--- config.mk ---
export PLATFORM = sky130hd
export DESIGN_NAME = line_error_pd_yaw_rate_target
export DESIGN_NICKNAME = d
export VERILOG_FILES = /design/src/hw/rtl/lepd_pkg.sv /design/src/hw/rtl/lepd_csr.sv /design/src/hw/rtl/lepd_ctrl.sv /design/src/hw/rtl/lepd_dp.sv /design/src/hw/rtl/line_error_pd_yaw_rate_target.sv
export SDC_FILE = /design/constraint.sdc
export NUM_CORES = 2
export LEC_CHECK = 0
export BUFFER_PORTS_ARGS = -buffer_cell sky130_fd_sc_hd__buf_2
export CAP_MARGIN = 40
export CORE_MARGIN = 2
export CORE_UTILIZATION = 45
export CTS_CLUSTER_DIAMETER = 120
export DETAILED_ROUTE_END_ITERATION = 16
export SLEW_MARGIN = 40
export SYNTH_ARGS = -nofsm -noshare
export SYNTH_HDL_FRONTEND = slang
export SYNTH_SLANG_ARGS = --single-unit
--- constraint.sdc ---
create_clock -name clock -period 10.9 [get_ports clock]
set_input_delay 1.635 -clock clock [delete_from_list [all_inputs] [get_ports clock]]
set_output_delay 1.635 -clock clock [all_outputs]
set_load 0.01 [all_outputs]
--- src/hw/rtl/lepd_pkg.sv ---
// Package for the line-error PD yaw-rate target block.
// Holds the beat payload types, the register map, the datapath command set and
// the fixed arithmetic widths. It depends on nothing.
package lepd_pkg;

   // Register map
   localparam int CSR_INDEX_BITS = 3;
   localparam int CSR_DATA_BITS  = 16;

   localparam logic [CSR_INDEX_BITS-1:0] CSR_PROP_GAIN    = 3'd0;
   localparam logic [CSR_INDEX_BITS-1:0] CSR_DERIV_GAIN   = 3'd1;
   localparam logic [CSR_INDEX_BITS-1:0] CSR_RATE_ALPHA   = 3'd2;
   localparam logic [CSR_INDEX_BITS-1:0] CSR_SAMPLE_RATE  = 3'd3;
   localparam logic [CSR_INDEX_BITS-1:0] CSR_YAW_LIMIT    = 3'd4;
   localparam logic [CSR_INDEX_BITS-1:0] CSR_SEARCH_RATE  = 3'd5;
   localparam logic [CSR_INDEX_BITS-1:0] CSR_INVERT_SIGN  = 3'd6;

   // Arithmetic widths
   localparam int RATE_BITS    = 40;                          // filtered rate
   localparam int OPA_BITS     = RATE_BITS + 1;               // multiplier A operand
   localparam int OPB_BITS     = 16;                          // multiplier B operand
   localparam int LO_BITS      = 24;                          // low slice of A
   localparam int HI_BITS      = OPA_BITS - LO_BITS;          // high slice of A
   localparam int LO_PROD_BITS = LO_BITS + OPB_BITS;
   localparam int HI_PROD_BITS = HI_BITS + OPB_BITS + 1;
   localparam int ACC_BITS     = HI_PROD_BITS + LO_BITS;
   localparam int FRAC_BITS    = 16;                          // Q0.16 / Q8.8 products
   localparam int RND_BITS     = ACC_BITS - FRAC_BITS;
   localparam int YAW_BITS     = 16;
   localparam int LIMIT_BITS   = 15;

   // Configuration registers
   typedef struct packed {
      logic [15:0] prop_gain;
      logic [15:0] deriv_gain;
      logic [15:0] rate_filter_alpha;
      logic [15:0] sample_rate_hz;
      logic [LIMIT_BITS-1:0] yaw_limit;
      logic [LIMIT_BITS-1:0] search_yaw_rate;
      logic        invert_sign;
   } cfg_type;

   // Beat payloads
   typedef struct packed {
      logic signed [15:0] position_error;
      logic               line_seen;
   } req_type;

   typedef struct packed {
      logic signed [YAW_BITS-1:0] yaw_rate_target;
      logic                       searching;
      logic                       turn_left;
   } rsp_type;

   // Datapath command set
   typedef enum logic [3:0] {
      DP_NONE,
      DP_CAPTURE,
      DP_DIFF,
      DP_MUL_LO,
      DP_MUL_HI,
      DP_FILTER,
      DP_ROUND,
      DP_SMOOTH,
      DP_TARGET,
      DP_SEARCH
   } dp_op_type;

   typedef enum logic [1:0] {
      SRC_RATE,
      SRC_ALPHA,
      SRC_PROP,
      SRC_DERIV
   } mul_src_type;

   typedef struct packed {
      dp_op_type   op;
      mul_src_type src;
      logic        acc_clear;
   } dp_cmd_type;

endpackage

--- src/hw/rtl/lepd_csr.sv ---
// Configuration register file for the line-error PD block.
// Uses lepd_pkg for the register map and cfg_type; flags gain writes so the
// datapath can clear its history.
module lepd_csr (
   input  logic                                clock,
   input  logic                                reset,
   input  logic                                csr_valid,
   output logic                                csr_ready,
   input  logic [lepd_pkg::CSR_INDEX_BITS-1:0] csr_index,
   input  logic [lepd_pkg::CSR_DATA_BITS-1:0]  csr_wdata,
   output lepd_pkg::cfg_type                   cfg,
   output logic                                gain_clear
);

   lepd_pkg::cfg_type cfg_ff, cfg_in;
   logic              wr_en;

   assign csr_ready = 1'b1;
   assign wr_en     = csr_valid & csr_ready;

   // Register decode
   always_comb begin
      cfg_in     = cfg_ff;
      gain_clear = 1'b0;
      if (wr_en) begin
         case (csr_index)
            lepd_pkg::CSR_PROP_GAIN: begin
               cfg_in.prop_gain = csr_wdata;
               gain_clear       = 1'b1;
            end
            lepd_pkg::CSR_DERIV_GAIN: begin
               cfg_in.deriv_gain = csr_wdata;
               gain_clear        = 1'b1;
            end
            lepd_pkg::CSR_RATE_ALPHA:  cfg_in.rate_filter_alpha = csr_wdata;
            lepd_pkg::CSR_SAMPLE_RATE: cfg_in.sample_rate_hz    = csr_wdata;
            lepd_pkg::CSR_YAW_LIMIT:
               cfg_in.yaw_limit = csr_wdata[lepd_pkg::LIMIT_BITS-1:0];
            lepd_pkg::CSR_SEARCH_RATE:
               cfg_in.search_yaw_rate = csr_wdata[lepd_pkg::LIMIT_BITS-1:0];
            lepd_pkg::CSR_INVERT_SIGN: cfg_in.invert_sign = csr_wdata[0];
            default: ;
         endcase
      end
   end

   always_ff @(posedge clock) begin
      if (reset) begin
         cfg_ff.prop_gain         <= 16'd256;
         cfg_ff.deriv_gain        <= 16'd0;
         cfg_ff.rate_filter_alpha <= 16'd65535;
         cfg_ff.sample_rate_hz    <= 16'd1000;
         cfg_ff.yaw_limit         <= 15'd32767;
         cfg_ff.search_yaw_rate   <= 15'd0;
         cfg_ff.invert_sign       <= 1'b0;
      end else begin
         cfg_ff <= cfg_in;
      end
   end

   assign cfg = cfg_ff;

endmodule

--- src/hw/rtl/lepd_ctrl.sv ---
// Sequencer for the line-error PD block: runs the rate, filter and PD steps
// or the search step and owns the beat handshakes. Uses lepd_pkg.
module lepd_ctrl (
   input  logic                 clock,
   input  logic                 reset,
   input  logic                 req_valid,
   output logic                 req_stall,
   input  logic                 req_line_seen,
   output logic                 rsp_valid,
   input  logic                 rsp_stall,
   output lepd_pkg::dp_cmd_type cmd
);

   typedef enum logic [3:0] {
      ST_IDLE,
      ST_LOAD,
      ST_RATE_LO,
      ST_RATE_HI,
      ST_FILTER,
      ST_ALPHA_LO,
      ST_ALPHA_HI,
      ST_ROUND_A,
      ST_SMOOTH,
      ST_KP_LO,
      ST_KP_HI,
      ST_KD_LO,
      ST_KD_HI,
      ST_ROUND_T,
      ST_TARGET,
      ST_SEARCH
   } state_type;

   state_type state_ff, state_in;
   logic      rsp_valid_ff, rsp_valid_in;
   logic      out_free;
   logic      out_write;

   // Output slot is free when empty or being drained this cycle
   assign out_free  = ~rsp_valid_ff | ~rsp_stall;
   assign req_stall = (state_ff != ST_IDLE);
   assign rsp_valid = rsp_valid_ff;

   // Next state and datapath command
   always_comb begin
      state_in      = state_ff;
      cmd.op        = lepd_pkg::DP_NONE;
      cmd.src       = lepd_pkg::SRC_RATE;
      cmd.acc_clear = 1'b0;
      out_write     = 1'b0;
      case (state_ff)
         ST_IDLE: begin
            if (req_valid) begin
               cmd.op   = lepd_pkg::DP_CAPTURE;
               state_in = req_line_seen ? ST_LOAD : ST_SEARCH;
            end
         end
         ST_LOAD: begin
            cmd.op   = lepd_pkg::DP_DIFF;
            state_in = ST_RATE_LO;
         end
         ST_RATE_LO: begin
            cmd.op        = lepd_pkg::DP_MUL_LO;
            cmd.src       = lepd_pkg::SRC_RATE;
            cmd.acc_clear = 1'b1;
            state_in      = ST_RATE_HI;
         end
         ST_RATE_HI: begin
            cmd.op   = lepd_pkg::DP_MUL_HI;
            cmd.src  = lepd_pkg::SRC_RATE;
            state_in = ST_FILTER;
         end
         ST_FILTER: begin
            cmd.op   = lepd_pkg::DP_FILTER;
            state_in = ST_ALPHA_LO;
         end
         ST_ALPHA_LO: begin
            cmd.op        = lepd_pkg::DP_MUL_LO;
            cmd.src       = lepd_pkg::SRC_ALPHA;
            cmd.acc_clear = 1'b1;
            state_in      = ST_ALPHA_HI;
         end
         ST_ALPHA_HI: begin
            cmd.op   = lepd_pkg::DP_MUL_HI;
            cmd.src  = lepd_pkg::SRC_ALPHA;
            state_in = ST_ROUND_A;
         end
         ST_ROUND_A: begin
            cmd.op   = lepd_pkg::DP_ROUND;
            state_in = ST_SMOOTH;
         end
         ST_SMOOTH: begin
            cmd.op   = lepd_pkg::DP_SMOOTH;
            state_in = ST_KP_LO;
         end
         ST_KP_LO: begin
            cmd.op        = lepd_pkg::DP_MUL_LO;
            cmd.src       = lepd_pkg::SRC_PROP;
            cmd.acc_clear = 1'b1;
            state_in      = ST_KP_HI;
         end
         ST_KP_HI: begin
            cmd.op   = lepd_pkg::DP_MUL_HI;
            cmd.src  = lepd_pkg::SRC_PROP;
            state_in = ST_KD_LO;
         end
         ST_KD_LO: begin
            cmd.op   = lepd_pkg::DP_MUL_LO;
            cmd.src  = lepd_pkg::SRC_DERIV;
            state_in = ST_KD_HI;
         end
         ST_KD_HI: begin
            cmd.op   = lepd_pkg::DP_MUL_HI;
            cmd.src  = lepd_pkg::SRC_DERIV;
            state_in = ST_ROUND_T;
         end
         ST_ROUND_T: begin
            cmd.op   = lepd_pkg::DP_ROUND;
            state_in = ST_TARGET;
         end
         ST_TARGET: begin
            if (out_free) begin
               cmd.op    = lepd_pkg::DP_TARGET;
               out_write = 1'b1;
               state_in  = ST_IDLE;
            end
         end
         ST_SEARCH: begin
            if (out_free) begin
               cmd.op    = lepd_pkg::DP_SEARCH;
               out_write = 1'b1;
               state_in  = ST_IDLE;
            end
         end
         default: state_in = ST_IDLE;
      endcase
   end

   // Output valid: set on write, cleared when the beat is taken
   always_comb begin
      rsp_valid_in = rsp_valid_ff;
      if (rsp_valid_ff & ~rsp_stall) begin
         rsp_valid_in = 1'b0;
      end
      if (out_write) begin
         rsp_valid_in = 1'b1;
      end
   end

   always_ff @(posedge clock) begin
      if (reset) begin
         state_ff     <= ST_IDLE;
         rsp_valid_ff <= 1'b0;
      end else begin
         state_ff     <= state_in;
         rsp_valid_ff <= rsp_valid_in;
      end
   end

endmodule

--- src/hw/rtl/lepd_dp.sv ---
// Datapath for the line-error PD block: error capture, shared split
// multiplier with accumulator, rounding, filter update, clamp and result
// register. Uses lepd_pkg; driven by lepd_ctrl commands.
module lepd_dp #(
   parameter int ERROR_BITS = 16
) (
   input  logic                 clock,
   input  logic                 reset,
   input  lepd_pkg::dp_cmd_type cmd,
   input  lepd_pkg::cfg_type    cfg,
   input  logic                 gain_clear,
   input  lepd_pkg::req_type    req_data,
   output lepd_pkg::rsp_type    rsp_data
);

   localparam int OPA = lepd_pkg::OPA_BITS;
   localparam int ACC = lepd_pkg::ACC_BITS;
   localparam int RB  = lepd_pkg::RATE_BITS;
   localparam int RND = lepd_pkg::RND_BITS;
   localparam int TW  = RND + 1;
   localparam int LO  = lepd_pkg::LO_BITS;
   localparam int HB  = lepd_pkg::HI_BITS;
   localparam int OB  = lepd_pkg::OPB_BITS;

   localparam logic signed [32:0] EMAX =
      33'((64'sd1 <<< (ERROR_BITS - 1)) - 64'sd1);
   localparam logic signed [32:0] EMIN = -EMAX - 33'sd1;

   localparam logic signed [ACC-1:0] ACC_RATE_MAX = ACC'((64'sd1 <<< (RB - 1)) - 64'sd1);
   localparam logic signed [ACC-1:0] ACC_RATE_MIN = -ACC_RATE_MAX - ACC'(1);
   localparam logic signed [TW-1:0]  SUM_RATE_MAX = TW'((64'sd1 <<< (RB - 1)) - 64'sd1);
   localparam logic signed [TW-1:0]  SUM_RATE_MIN = -SUM_RATE_MAX - TW'(1);
   localparam logic signed [TW-1:0]  TURN_DEAD    = TW'(16);

   // State and working registers
   logic signed [ERROR_BITS-1:0] e_ff, e_in;
   logic signed [ERROR_BITS-1:0] prior_ff, prior_in;
   logic signed [ERROR_BITS:0]   diff_ff, diff_in;
   logic signed [OPA-1:0]        delta_ff, delta_in;
   logic signed [RB-1:0]         smoothed_ff, smoothed_in;
   logic signed [ACC-1:0]        acc_ff, acc_in;
   logic signed [RND-1:0]        rnd_ff, rnd_in;
   logic                         turn_ff, turn_in;
   lepd_pkg::rsp_type            rsp_ff, rsp_in;

   // Combinational helpers
   logic signed [32:0]                        p_ext;
   logic signed [32:0]                        p_sat;
   logic signed [OPA-1:0]                     a_sel;
   logic [OB-1:0]                             b_sel;
   logic [lepd_pkg::LO_PROD_BITS-1:0]         lo_prod;
   logic signed [HB-1:0]                      a_hi;
   logic signed [lepd_pkg::HI_PROD_BITS-1:0]  hi_prod;
   logic signed [ACC-1:0]                     mul_term;
   logic signed [ACC-1:0]                     acc_base;
   logic signed [ACC-1:0]                     rnd_sum;
   logic signed [RB-1:0]                      rate_sat;
   logic signed [TW-1:0]                      smooth_sum;
   logic signed [TW-1:0]                      rnd_x;
   logic signed [TW-1:0]                      t_neg;
   logic signed [TW-1:0]                      lim;
   logic signed [TW-1:0]                      t_clamp;
   logic signed [lepd_pkg::YAW_BITS-1:0]      search_mag;

   // Input error saturated to the error width
   assign p_ext = 33'($signed(req_data.position_error));
   assign p_sat = (p_ext > EMAX) ? EMAX : ((p_ext < EMIN) ? EMIN : p_ext);

   // Multiplier operand select
   always_comb begin
      case (cmd.src)
         lepd_pkg::SRC_RATE: begin
            a_sel = OPA'(diff_ff);
            b_sel = cfg.sample_rate_hz;
         end
         lepd_pkg::SRC_ALPHA: begin
            a_sel = delta_ff;
            b_sel = cfg.rate_filter_alpha;
         end
         lepd_pkg::SRC_PROP: begin
            a_sel = OPA'(e_ff);
            b_sel = cfg.prop_gain;
         end
         default: begin
            a_sel = OPA'(smoothed_ff);
            b_sel = cfg.deriv_gain;
         end
      endcase
   end

   // Split product: unsigned low slice, signed high slice shifted up
   assign a_hi    = a_sel[OPA-1:LO];
   assign lo_prod = lepd_pkg::LO_PROD_BITS'(a_sel[LO-1:0])
                  * lepd_pkg::LO_PROD_BITS'(b_sel);
   assign hi_prod = lepd_pkg::HI_PROD_BITS'(a_hi)
                  * $signed(lepd_pkg::HI_PROD_BITS'(b_sel));
   assign mul_term = (cmd.op == lepd_pkg::DP_MUL_HI) ? $signed({hi_prod, {LO{1'b0}}})
                                                    : $signed(ACC'(lo_prod));
   assign acc_base = cmd.acc_clear ? '0 : acc_ff;

   // Divide by 2^16, half away from zero
   assign rnd_sum = acc_ff + (acc_ff[ACC-1] ? ACC'(32767) : ACC'(32768));

   // Raw rate saturated to the filter width
   assign rate_sat = (acc_ff > ACC_RATE_MAX) ? ACC_RATE_MAX[RB-1:0]
                   : ((acc_ff < ACC_RATE_MIN) ? ACC_RATE_MIN[RB-1:0] : acc_ff[RB-1:0]);

   // Filter update and target clamp
   assign smooth_sum = TW'(smoothed_ff) + TW'(rnd_ff);
   assign rnd_x      = TW'(rnd_ff);
   assign t_neg      = cfg.invert_sign ? -rnd_x : rnd_x;
   assign lim        = $signed(TW'(cfg.yaw_limit));
   assign t_clamp    = (t_neg > lim) ? lim : ((t_neg < -lim) ? -lim : t_neg);
   assign search_mag = $signed(lepd_pkg::YAW_BITS'(cfg.search_yaw_rate));

   always_comb begin
      e_in        = e_ff;
      prior_in    = prior_ff;
      diff_in     = diff_ff;
      delta_in    = delta_ff;
      smoothed_in = smoothed_ff;
      acc_in      = acc_ff;
      rnd_in      = rnd_ff;
      turn_in     = turn_ff;
      rsp_in      = rsp_ff;
      case (cmd.op)
         lepd_pkg::DP_CAPTURE: e_in = p_sat[ERROR_BITS-1:0];
         lepd_pkg::DP_DIFF:    diff_in = (ERROR_BITS+1)'(e_ff) - (ERROR_BITS+1)'(prior_ff);
         lepd_pkg::DP_MUL_LO,
         lepd_pkg::DP_MUL_HI:  acc_in = acc_base + mul_term;
         lepd_pkg::DP_FILTER: begin
            delta_in = OPA'(rate_sat) - OPA'(smoothed_ff);
            prior_in = e_ff;
         end
         lepd_pkg::DP_ROUND:   rnd_in = rnd_sum[ACC-1:lepd_pkg::FRAC_BITS];
         lepd_pkg::DP_SMOOTH: begin
            if (smooth_sum > SUM_RATE_MAX) begin
               smoothed_in = SUM_RATE_MAX[RB-1:0];
            end else if (smooth_sum < SUM_RATE_MIN) begin
               smoothed_in = SUM_RATE_MIN[RB-1:0];
            end else begin
               smoothed_in = smooth_sum[RB-1:0];
            end
         end
         lepd_pkg::DP_TARGET: begin
            if ((t_clamp > TURN_DEAD) || (t_clamp < -TURN_DEAD)) begin
               turn_in = t_clamp[TW-1];
            end
            rsp_in.yaw_rate_target = t_clamp[lepd_pkg::YAW_BITS-1:0];
            rsp_in.searching       = 1'b0;
            rsp_in.turn_left       = ((t_clamp > TURN_DEAD) || (t_clamp < -TURN_DEAD))
                                   ? t_clamp[TW-1] : turn_ff;
         end
         lepd_pkg::DP_SEARCH: begin
            rsp_in.yaw_rate_target = turn_ff ? -search_mag : search_mag;
            rsp_in.searching       = 1'b1;
            rsp_in.turn_left       = turn_ff;
         end
         default: ;
      endcase
      // Gain writes restart the derivative history
      if (gain_clear) begin
         prior_in    = '0;
         smoothed_in = '0;
      end
   end

   // Controller state of the filter
   always_ff @(posedge clock) begin
      if (reset) begin
         prior_ff    <= '0;
         smoothed_ff <= '0;
         turn_ff     <= 1'b0;
      end else begin
         prior_ff    <= prior_in;
         smoothed_ff <= smoothed_in;
         turn_ff     <= turn_in;
      end
   end

   // Working registers and result
   always_ff @(posedge clock) begin
      e_ff     <= e_in;
      diff_ff  <= diff_in;
      delta_ff <= delta_in;
      acc_ff   <= acc_in;
      rnd_ff   <= rnd_in;
      rsp_ff   <= rsp_in;
   end

   assign rsp_data = rsp_ff;

endmodule

--- src/hw/rtl/line_error_pd_yaw_rate_target.sv ---
// Top level of the line-error PD yaw-rate target block.
// Instantiates lepd_csr, lepd_ctrl and lepd_dp; types come from lepd_pkg.
//
// Usage:
//   req channel: one beat per control sample, carrying the line position
//   error (Q8.8) and a line-seen flag. req_stall is high while an item is
//   being worked on.
//   rsp channel: one beat per request with the yaw-rate target (1/16 deg/s),
//   the searching flag and the stored turn sign.
//   csr channel: register writes, index 0..6, always ready; write only while
//   no item is in flight. Gain writes clear the error history and filter.
// Sequence:
//   Line seen: the result is registered in the last step of the sequence,
//   and the next request is taken only once it is written. The work is a
//   sequence of 41x16 products on one shared multiplier, split into 24x16
//   and 17x16 slices (low step, then high step), plus rounding, filter and
//   clamp. Line lost: the search result is registered in the search step.
// Reset: synchronous; configuration returns to defaults, history is cleared.
// A stalled result holds in the output register; the block still accepts the
// next request and waits in its last step until the output register frees.
module line_error_pd_yaw_rate_target #(
   parameter int ERROR_BITS = 16
) (
   input  logic                                clock,
   input  logic                                reset,
   input  logic                                req_valid,
   output logic                                req_stall,
   input  lepd_pkg::req_type                   req_data,
   output logic                                rsp_valid,
   input  logic                                rsp_stall,
   output lepd_pkg::rsp_type                   rsp_data,
   input  logic                                csr_valid,
   output logic                                csr_ready,
   input  logic [lepd_pkg::CSR_INDEX_BITS-1:0] csr_index,
   input  logic [lepd_pkg::CSR_DATA_BITS-1:0]  csr_wdata
);

   lepd_pkg::cfg_type    cfg;
   lepd_pkg::dp_cmd_type cmd;
   logic                 gain_clear;

   // Configuration registers
   lepd_csr u_csr (
      .clock      (clock),
      .reset      (reset),
      .csr_valid  (csr_valid),
      .csr_ready  (csr_ready),
      .csr_index  (csr_index),
      .csr_wdata  (csr_wdata),
      .cfg        (cfg),
      .gain_clear (gain_clear)
   );

   // Sequencer
   lepd_ctrl u_ctrl (
      .clock         (clock),
      .reset         (reset),
      .req_valid     (req_valid),
      .req_stall     (req_stall),
      .req_line_seen (req_data.line_seen),
      .rsp_valid     (rsp_valid),
      .rsp_stall     (rsp_stall),
      .cmd           (cmd)
   );

   // Arithmetic
   lepd_dp #(
      .ERROR_BITS (ERROR_BITS)
   ) u_dp (
      .clock      (clock),
      .reset      (reset),
      .cmd        (cmd),
      .cfg        (cfg),
      .gain_clear (gain_clear),
      .req_data   (req_data),
      .rsp_data   (rsp_data)
   );

endmodule
# Yosys cells after proc, flatten, opt, wreduce, memory -nomap -nowiden
# Cells that the tools add are included.
# W data, S select, Z words.
# op_classes
mul	2
order_cmp	10
muxes	32
n_reduce_logical	26
add_sub_neg	8
n_bitwise	4
n_eq_ne	34
# op_table
cell	n
$mux W40	4
$mux W43	3
$pmux W41 S3	1
$add A58 B58 Y58	2
$mux W58	2
$pmux W4 S15	1
$gt A58 B40 Y1 const B	1
$lt A58 B40 Y1 const B	1
$mux W16	3
$pmux W16 S3	1
$add A40 B42 Y43	1
$gt A43 B16 Y1	1
$gt A43 B40 Y1 const B	1
$gt A43 B6 Y1 const B	1
$lt A43 B40 Y1 const B	1
$lt A43 B43 Y1	1
$lt A43 B5 Y1 const B	1
$neg A15 Y43	1
$neg A42 Y43	1
$sub A40 B40 Y41	1
$eq A4 B4 Y1 const B	10
$mul A24 B16 Y40	1
$pmux W18 S2	1
$pmux W4 S9	1
31 further kinds	74
# totals
ff_bits	349
in_bits	41
wordCells	136
output_inout_bits	21

# Depth between registers and ports, before layout
# depth
ltp_word	9
depth_mapped	49
mapped_depth_nobuf	47

# Modules after synthesis
# A second synthesis with hierarchy kept.
# hier_totals
cells_unflattened	5830
hier_area_um2	49790.3
# modules_own_cells
mod	n_inst	seq_area_each_um2	cells_each	area_each_um2
lepd_dp	1	6906.6	5419	45656.3
lepd_csr	1	1901.8	352	3721.1
lepd_ctrl	1	100.1	59	412.9

# Worst setup path after synthesis
# Ideal clock, no wire load.
# synth_timing
path_kind	reg-to-reg
from	register u_ctrl.state_ff[1]
to	register u_dp.acc_ff[56] (data pin)
n_path_buf	3
t_arrival_ns	10.375
required_ns	10.637
synth_period_minus_slack_ns	10.638
setup_time_ns	0.263
slack_ns	0.262
stages_incl_launch_ff	46
cell_sequence	dfxtp_1 -> inv_1 -> nor2_1 -> nor2_1 -> nor2_1 -> nor2_1 -> a221oi_1 -> clkbuf_1 -> a22oi_1 -> clkbuf_1 -> nand2_1 -> fa_1 -> fa_1 -> fa_1 -> inv_1 -> fa_1 -> fa_1 -> inv_1 -> (+10 left out) -> a211oi_1 -> nor3b_1 -> o21ai_0 -> xnor2_1 -> o21ai_0 -> ha_1 -> clkbuf_1 -> a21o_1 -> a21oi_1 -> nor2_1 -> nor2_1 -> o21ai_0 -> a221oi_1 -> o21ai_0 -> a311oi_1 -> o221ai_1 -> a311oi_1 -> xnor2_1
# synth_via
elab_chain_cells	8
elab_cells_between_ends	37
cone_classes	add/sub: 1; mul: 2; eq/ne: 18; mux: 7; reduce/logical: 9
# synth_rtl
item	line	rtl
from (decl)	lepd_ctrl.sv:33	state_type state_ff, state_in;
from (signal assigned)	lepd_ctrl.sv:154	state_ff <= state_in;
$eq A4 B4 Y1 or $eq A4 B3 Y1 (tied branches)	lepd_ctrl.sv:50	case (state_ff)
$reduce_or A2 Y1 (no line)	--	
$pmux W2 S3	lepd_ctrl.sv:50	
$eq A2 B2 Y1, or another cell as far along	lepd_dp.sv:71	case (cmd.src)
$pmux W41 S3 or $pmux W16 S3 (tied branches)	lepd_dp.sv:71	
$mul A24 B16 Y40 or $mul A17 B17 Y34 (tied branches)	lepd_dp.sv:94, lepd_dp.sv:96	
$mux W58	lepd_dp.sv:97	assign mul_term = (cmd.op == lepd_pkg::DP_MUL_HI) ? $signed({hi_prod, {LO{1'b0}}})
$add A58 B58 Y58 *	lepd_dp.sv:130	lepd_pkg::DP_MUL_HI: acc_in = acc_base + mul_term;
to (signal assigned)	lepd_dp.sv:186	acc_ff <= acc_in;
to (decl)	lepd_dp.sv:41	logic signed [ACC-1:0] acc_ff, acc_in;
# Every way passes the cells marked *; elsewhere a longest branch is shown, timed or not.
# A chain may end at the register's enable or synchronous reset.

# Worst setup path in the final report
# layout_timing
from	register u_ctrl.state_ff[0]
to	register u_dp.acc_ff[55] (data pin)
# The elaborated chain is that of the path after synthesis.

==> flow_summary.yaml <==
worst_setup_path:
  crit_fanout: 15
  crit_slowest_cell: "fa_1"
  cp_data_arrival_time_ns: 10.85
  reg2reg_from: "u_ctrl.state_ff[0]"
  crit_type: "reg -> reg"
  cpPeakStageDelay_ns: 0.54
  worstSetupEndpointType: "register"
  r2r_slack_ns: 0.41
  worstReg2RegEnd: "u_dp.acc_ff[55]"
  cp_common_cell: "buf_4"
  startpoint: "u_ctrl.state_ff[0]"
  startpoint_type: "register"
  ff2ff_path_depth: 46
  cp.required_ns: 11.26
sta:
  slew_headroom_pct: 39.46
  setup_viol: 0
  fin_skew_ns: 0.04009
  hold_viol: 0
  finalMaxSlewViolations: 0
  fin_crit_sh_pct: 96.22
  fmax_mhz: 95.35
  layout_min_cycle_time_ns: 10.49
  worst_slew_pin_slew_ns: 0.8963
  rsz0062_at_grt: "true"
synth:
  synthMuxAreaShare_pct: 0.2374
  yosys_warnings: 0
  postSynthCellCount: 5822
  synth_cell_type_count: 85
  synth-compound-area-share_pct: 14.47
  synth_xor_area_share_pct: 5.338
  synth_area_mm2: 0.04850
  synth_ff_type: "edfxtp_1"
  async_flop_share_pct: 0
  synth_top_family_by_area: "adder cells"
  yosys.area_share.adder_pct: 35.46
  synth_edf_count: 192
  synth_nets: 6884
  syn_area_per_cell_um2: 8.330
  yosysSeqAreaShare_pct: 18.37
  ys_seq_elements: 349
  yosys.area_share.simple_pct: 17.64
grt:
  gr-usage-met2_pct: 47.39
  grt_pass1_wl_um: 244600
  busiest_layer: "met2"
  grt_max_degree: 79
  antenna_found_initial: 1
  grt_pass1_vias: 41920
  overflow: 0
  grt_use_met3_pct: 3.340
  met1_usage_pct: 37.14
  track_usage_pct: 28.52
min_path:
  whs_endpoint: "u_dp.prior_ff[4]"
  hp-class: "reg -> reg"
  min_from: "u_dp.prior_ff[4]"
  hold_path_depth: 2
clock_tree:
  clockBufferDepth: 3
  cts.sink_count: 349
  cts_tree: "done"
  clk_latency_ns: 0.60
  cts_hold_buf: 0
  cts_root_buf: "clkbuf_16"
  clkSlewWorstSetupHoldPaths_ns: 0.06
  cts_made_buffers: 44
  htreeDepth: 2
routing:
  vias_per_cell: 5.574
  ant_nets: 0
  first_iter_violations: 3188
  vias: 41740
  dr.pass1.iters: 6
  wl_per_cell_um: 20.92
  drt_wl_total_um: 156700
  drc_errors: 0
finish:
  layout-drive-gt1-share_pct: 10.24
  syn_to_final_growth_pct: 12.98
  post-route-util_pct: 51.18
  antenna_cells: 0
  nets: 7113
die:
  initial_core_util_pct: 45.30
  core_mm2: 0.1071
  ios: 62
  die_x_um: 332.3
  rows: 120
  die_h_um: 332.3
  dieArea_mm2: 0.1104
run_status:
  status: "finished, final reports clean"
place:
  io_buffer_count: 60
  globalplace.congestion: 0.9682
  dp_hpwl_um: 127200
run:
  max_cap_viol_count: 0
-- metrics by stage --
step | TNS [ns] | hold WS [ns] | setup slack [ns] | std cells | instance area (µm²)
after CTS | 0 | 0.4582 | 0.0009903 | 7472 | 54260
after global placement | -2.049 | 0.4432 | -0.3505 | 7390 | 52600
after global routing | -0.06455 | 0.4713 | -0.02484 | 7489 | 54790
after floorplan | 0 | 0.4357 | 0.2622 | 5822 | 48500
after detailed placement | -0.05745 | 0.4498 | -0.05745 | 7390 | 52630
final | 0 | 0.4551 | 0.4125 | 7489 | 54790
-- flip-flops by register name (all words and copies together), names as in the netlist --
name / flops
u_csr.cfg: 95
u_dp.acc_ff: 58
u_dp.rnd_ff: 42
u_dp.delta_ff: 41
u_dp.smoothed_ff: 40
u_dp.rsp_data: 18
u_dp.diff_ff: 17
u_dp.e_ff: 16
u_dp.prior_ff: 16
u_ctrl.state_ff: 4
u_ctrl.rsp_valid: 1
u_dp.turn_ff: 1
-- cell usage in the layout, fill, tap and decap left out, types with 39 or more instances in the layout --
| master | count |
|---|---|
| nor2b_1 | 60 |
| xnor2_1 | 192 |
| a211o_1 | 39 |
| ha_1 | 430 |
| dfxtp_1 | 155 |
| edfxtp_1 | 192 |
| buf_2 | 60 |
| nor3_1 | 43 |
| and3_1 | 40 |
| buf_4 | 329 |
| o21a_1 | 47 |
| a21o_1 | 128 |
| xor2_1 | 101 |
| clkbuf_16 | 55 |
| inv_1 | 845 |
| and2_1 | 84 |
| nand4_1 | 42 |
| a22oi_1 | 48 |
| nand2b_1 | 44 |
| fa_1 | 588 |
| nand2_1 | 906 |
| nand3_1 | 96 |
| o21ai_0 | 209 |
| nor2_1 | 505 |
| a21oi_1 | 321 |
-- cell usage after synthesis (16+ instances only) --
master	n	area [µm²]
nand2_1	906	3401
inv_1	845	3172
fa_1	589	11790
nor2_1	513	1926
ha_1	432	5405
a21oi_1	333	1667
o21ai_0	225	1126
clkbuf_1	222	833.3
edfxtp_1	192	5766
xnor2_1	192	1682
dfxtp_1	157	3143
a21o_1	128	960.9
xor2_1	101	884.6
nand3_1	96	480.5
and2_1	87	544.3
nor2b_1	60	375.4
o21a_1	55	412.9
a22oi_1	54	405.4
nor3_1	47	235.2
nand2b_1	44	275.3
and3_1	42	262.8
nand4_1	42	262.8
a211o_1	39	341.6
o21ai_1	31	155.2
a31oi_1	30	187.7
a211oi_1	28	210.2
o31ai_1	25	187.7
a21boi_0	24	180.2
or3_1	24	150.1
nor4_1	21	131.4
o21bai_1	20	150.1
o211ai_1	16	120.1
-- worst max-delay path by stage --
| stage | to | slack (ns) | depth (start not counted) |
|---|---|---|---|
| after floorplan | u_dp.acc_ff[56] | 0.26 | 45 |
| final | u_dp.acc_ff[55] | 0.41 | 46 |
| after CTS | u_dp.acc_ff[57] | 0.001 | 47 |
| after global routing | u_dp.acc_ff[46] | -0.02 | 48 |
| after detailed placement | u_dp.acc_ff[55] | -0.06 | 43 |
| after global placement | u_dp.acc_ff[56] | -0.35 | 40 |
-- logic make-up after synthesis --
group / after synthesis
other: 1
adders and majority gates: 1021
DFF: 349
muxes: 11
buffers and inverters: 1091
and+or+nand+nor: 1947
AOI/OAI and AO/OA: 1108
xor gates and xnor gates: 294
-- routing by layer --
| metal | wire length [µm] | up-vias |
|---|---|---|
| met5 | 0 | - |
| li1 | - | 19510 |
| met4 | 9046 | 0 |
| met1 | 64940 | 20540 |
| met2 | 73330 | 1358 |
| met3 | 9356 | 337 |
-- timing repair --
action | in CTS | in global routing
gates resized for setup | 9 | 93
pin swaps | 0 | 26
endpoints found under the setup margin | 3 | 23
buffers inserted | 0 | 14
gates cloned | 1 | 3
-- cell type report --
cell class                 instances  area [µm²]
clock inverter                    15       182.7
multi-input combinational       4382       35940
tap                             1403        1755
timing repair buffer             428        3438
sequential                       349        8911
inverter                         846        3176
fill                           10260       52260
clock buffer                      66        1384
-- worst max-delay path: cells and delay by family, from the launching register on --
kind,cells,cell delay [ns]
buffers and inverters,13,1.84
xor gates and xnor gates,1,0.14
and+or+nand+nor,13,1.92
AOI/OAI and AO/OA,11,2.28
DFF,1,0.34
adders and majority gates,8,3.70
Power is not shown: default switching activity piles up to over one toggle a cycle in this logic, so the estimate is an artifact.
